`src/hw/rtl/swsb_pkg.sv`:
```
// Shared types, constants and codes for the sliding window source ban unit.
`default_nettype none

package swsb_pkg;

    localparam int TABLE_ENTRIES_DEF = 256;
    localparam int WINDOW_DEPTH_DEF  = 1024;
    localparam int BAN_ENTRIES_DEF   = 64;

    localparam int ADDR_W   = 32;
    localparam int STAMP_W  = 32;
    localparam int CNT_W    = 16;
    localparam int CFG_W    = 16;
    localparam int CFG_IDX_W = 2;
    localparam int STATUS_W = 3;
    localparam int EXP_W    = 11;

    localparam logic [CFG_W-1:0] THRESHOLD_RST = 16'd10;
    localparam logic [CFG_W-1:0] WINDOW_RST    = 16'd60;
    localparam logic [CFG_W-1:0] BAN_RST       = 16'd60;

    localparam logic [CFG_IDX_W-1:0] CFG_THRESHOLD = 2'd0;
    localparam logic [CFG_IDX_W-1:0] CFG_WINDOW    = 2'd1;
    localparam logic [CFG_IDX_W-1:0] CFG_BAN       = 2'd2;

    localparam logic CMD_ACCESS = 1'b0;
    localparam logic CMD_TICK   = 1'b1;

    localparam logic [STATUS_W-1:0] ST_COUNTED = 3'd0;
    localparam logic [STATUS_W-1:0] ST_BANNED  = 3'd1;
    localparam logic [STATUS_W-1:0] ST_DROPPED = 3'd2;
    localparam logic [STATUS_W-1:0] ST_TFULL   = 3'd3;
    localparam logic [STATUS_W-1:0] ST_TICK    = 3'd4;
    localparam logic [STATUS_W-1:0] ST_WFULL   = 3'd5;

    localparam logic [CNT_W-1:0] CNT_MAX = 16'hFFFF;

    typedef struct packed {
        logic [ADDR_W-1:0]  addr;
        logic [STAMP_W-1:0] stamp;
        logic               dropped;
    } win_entry_t;

    // Operands of the shared add and compare unit.
    typedef struct packed {
        logic [STAMP_W-1:0] a;
        logic [STAMP_W-1:0] b;
        logic [STAMP_W-1:0] c;
    } alu_op_t;

    typedef struct packed {
        logic [STAMP_W-1:0] sum_sat;
        logic               ge;
    } alu_res_t;

endpackage

`default_nettype wire

```
`src/hw/rtl/swsb_alu.sv`:
```
// Shared saturating adder and magnitude comparator used by the sequencer.
`default_nettype none

module swsb_alu
    import swsb_pkg::*;
(
    input  alu_op_t  op,
    output alu_res_t res
);

    logic [STAMP_W:0] sum;

    // The sum keeps its carry so that a + b >= c is exact across the 32-bit range.
    assign sum = {1'b0, op.a} + {1'b0, op.b};
    assign res.sum_sat = sum[STAMP_W] ? {STAMP_W{1'b1}} : sum[STAMP_W-1:0];
    assign res.ge = (sum >= {1'b0, op.c});

endmodule

`default_nettype wire
```
`config.mk`:
```
export PLATFORM = sky130hd
export DESIGN_NAME = swsb_alu
export DESIGN_NICKNAME = d
export VERILOG_FILES = /design/src/hw/rtl/swsb_pkg.sv /design/src/hw/rtl/swsb_alu.sv
export SDC_FILE = /design/constraint.sdc
export NUM_CORES = 1
export LEC_CHECK = 0
export BUFFER_PORTS_ARGS = -buffer_cell sky130_fd_sc_hd__buf_4
export CAP_MARGIN = 20
export CORE_ASPECT_RATIO = 1.5
export CORE_MARGIN = 2
export CORE_UTILIZATION = 47
export DETAILED_ROUTE_END_ITERATION = 10
export PLACE_DENSITY = 0.81
export SYNTH_ARGS = -nofsm -noshare
export SYNTH_HDL_FRONTEND = slang
export SYNTH_SLANG_ARGS = --single-unit
```
`constraint.sdc`:
```
create_clock -name vclk -period 3.1
set_clock_uncertainty 0.2 [all_clocks]
set_input_delay 0.155 -clock vclk [all_inputs]
set_output_delay 0.155 -clock vclk [all_outputs]
set_load 0.005 [all_outputs]
```
-- After elaboration in Yosys (flattened, before gate mapping)
Index checks and enable logic that the tools add are counted.
- add/subtract/negate cells: 1
- $mul: 0
- div/mod/pow operators: 0
- order comparisons: 1
- equality and inequality tests: 0
- shift operators: 0
- multiplexer cells: 1
- bitwise operators: 0
- reduce and logical (&&, ||, !) cells: 0
- operator list (kind ; number):
    adder 32 x 32 -> 33 bit ; 1
    >= comparator 33 x 32 -> 1 bit ; 1
    two-way mux 32 bit ; 1
- flip-flop bits (word level): 0
- latch bits: 0
- bits in writable memories: 0
- bits in read-only memories: 0
- input bits: 96
- output and inout bits: 33
- logic and storage cells: 3
- memories: 0

-- Depth between registers and ports, before layout
- depth in word-level cells: 2
- mapped depth: 15
- depth with buffers taken out: 15

-- Worst setup path before layout
OpenSTA, ideal clock, no wires.
- path type: input port to output port
- start point: in op[32] (netlist name)
- end point: out res[0] (netlist name)
- data arrival time: 3.004 ns
- required time: 2.745 ns
- path slack: -0.259 ns
- cell stages on the path: 15
- path buffers: 0
- path through: ha_1 > fa_1 > a21o_2 > a221o_1 > nand2_2 > a21oi_1 > nor4_1 > nor3_1 > ha_1 > a211oi_1 > o21ai_0 > a211oi_1 > o21ai_0 > a21oi_1 > o211ai_1
- RTL lines (item ; RTL line ; source):
    start: declaration ; swsb_alu.sv:7 ; input alu_op_t op,
    end: declaration ; swsb_alu.sv:8 ; output alu_res_t res

==> metrics <==
# DRC 0; crit-path max FO 3; Rows 37; sum of negative setup slack -0.7509 ns; post-synthesis cell count 475; total routed wirelength 14.24 mm; Layout area overhead 68.09%; WS Path Type in2out; synth top area cells ha_1, a21oi_1, nand2_1, inv_1, o21ai_0; hold crit path type in2out; most common cell in the synthesized netlist ha_1; DR WL met2 7.782 mm; worst-margin pin slew 0.6611 ns; Max Fclk about 260 MHz; critical path data required time 2.74 ns; met1 WL between 4 and 5 mm; outcome finished with violations; FF+latch count 0; die area roughly 0.0077 sq mm; Min-Delay Startpoint op[32]; initial cell density of the core around 48%; RSZ-0062 raised after global routing yes; failing checks setup timing; setup ws final -0.7509 ns; Die Height 106.7 microns; Vias between 4000 and 5000; hold endpoint res[1]; fin crit period approximately 3.9 ns; Final Cycle Share 124.2%; Slew Viols, Final 0; WHS Path Cells 5; VDD IR max 0.0001366 V; Post-Syn Area 0.003302 sq mm; vias in the first global route 4912; pin count of the biggest net entering global routing 27; share of the synthesized area in the top cell type 24.25%; GP Congestion 1.030; DRT iter0 DRCs 260; Final Net Count a little under 900; startpoint type of the worst setup path primary input; leakage 2.837 nW; clkbuf count 0; synth warn 0; Reg area 0 sq um; Slew headroom 55.46%; Synth top cells by count ha_1, nand2_1, a21oi_1; number of port buffers 129; fraction of layout cells with a size suffix above 1 approximately 44%; pwr dens 266.8 mW/mm^2; final hold violations 0; top layer in use met4; hpwl dp 11.87 mm; Syn Nets 636; Die Span X between 70 and 80 microns; ANT cells 0; post-route ant nets 0; # IOs 129; gr usage total 34.23%; Final Setup Violations 1; Avg WL per Cell around 18 microns; final core occ 81.01%; vias per cell 5.989; fin cells between 800 and 900; area of the core 0.006852 sq mm; first-pass GRT wire length 21.38 mm; critical path capture point type output pin; Detailed Routing Iterations Pass 1 8; met3 routed WL approximately 620 microns; Crit path arrival time 3.50 ns; GR Overflow Total 0; Mean Syn Cell Area slightly below 7 sq um; Yosys top cell by area ha_1; total of max-cap violations 0; initial antenna violation count 0; Yosys cell types 62; Placed Cells 795; sequential share of the synthesized area 0%
-- through the flow --
step                      worst slack, ns  hold slack (ns)  cell area, sq um  total power, W
after floorplan                   -0.1463           0.3028              3324       0.0006961
after global routing              -0.8231           0.5302              5550        0.001586
final                             -0.7509           0.5000              5550        0.001481
after detailed placement          -0.8224           0.5121              5260        0.001353
after CTS                         -0.6308           0.4957              5404        0.001398
after global placement            -0.6551           0.5162              5260        0.001315
-- final cells by class --
type               instances  area, sq um
fillers                  476         1301
well taps                 78        97.59
inverters                 40        150.1
multi-input cells        416         3222
repair buffers           273         2081
-- what timing repair did --
action                                  in CTS  in global routing
endpoints found under the setup margin       1                  6
hold buffers                                 0                  0
pin swaps                                   16                 19
buffers inserted                             5                  7
gates resized for setup                     18                 21
-- worst max path at each step --
stage / startpoint / end / slack (ns)
2_1_floorplan: op[32] / res[0] / -0.15
3_3_place_gp: op[32] / res[0] / -0.66
3_5_place_dp: op[32] / res[0] / -0.82
4_1_cts: op[36] / res[0] / -0.63
5_1_grt: op[32] / res[0] / -0.82
6_report: op[64] / res[0] / -0.75
-- kinds of logic after synthesis --
family | after synthesis | synth area share [%]
simple gates | 162 | 25.69
xor+xnor | 18 | 4.774
fa+ha+maj | 65 | 24.86
compound gates | 171 | 36.07
buf+inv | 59 | 8.601
-- worst max-delay path, stage by stage --
cell and delay (ns):
buf_6 0.10, ha_4 0.15, fa_2 0.35, a21o_2 0.21
a221o_1 0.36, nand2_2 0.15, buf_4 0.13, a21oi_2 0.07
a41o_1 0.29, nor2_4 0.18, ha_4 0.23, a211oi_2 0.25
o21ai_2 0.12, a211oi_1 0.22, o21ai_1 0.11, a21oi_1 0.16
o211ai_1 0.10, buf_4 0.14
-- where the power goes --
group          switching (W)  total, W  internal, W
sequential                 0         0            0
combinational       0.000731   0.00148     0.000750
clock                      0         0            0
total               0.000731   0.00148     0.000750
-- layout by cell type (no fill, tap or decap), drive strengths merged, types with 2 or more instances in the layout --
master,n
a2111oi,2
a211oi,8
a21o,13
a21oi,49
a311o,3
a31oi,5
and2,2
and3,6
and4,7
buf,273
ha,64
inv,40
nand2,53
nand2b,19
nand3,12
nand4,17
nor2,27
nor3,10
nor4,5
o2111ai,3
o211a,2
o211ai,7
o21a,14
o21ai,38
o21bai,4
o22ai,3
o31ai,6
or3,3
xnor2,7
xor2,11
-- per-layer routing --
metal,GRT usage (%),up-vias
met5,0,-
li1,-,2291
met1,31.68,2238
met2,68.68,229
met4,21.96,0
met3,2.068,75
Note: power is estimated with default switching activity, not from simulation.
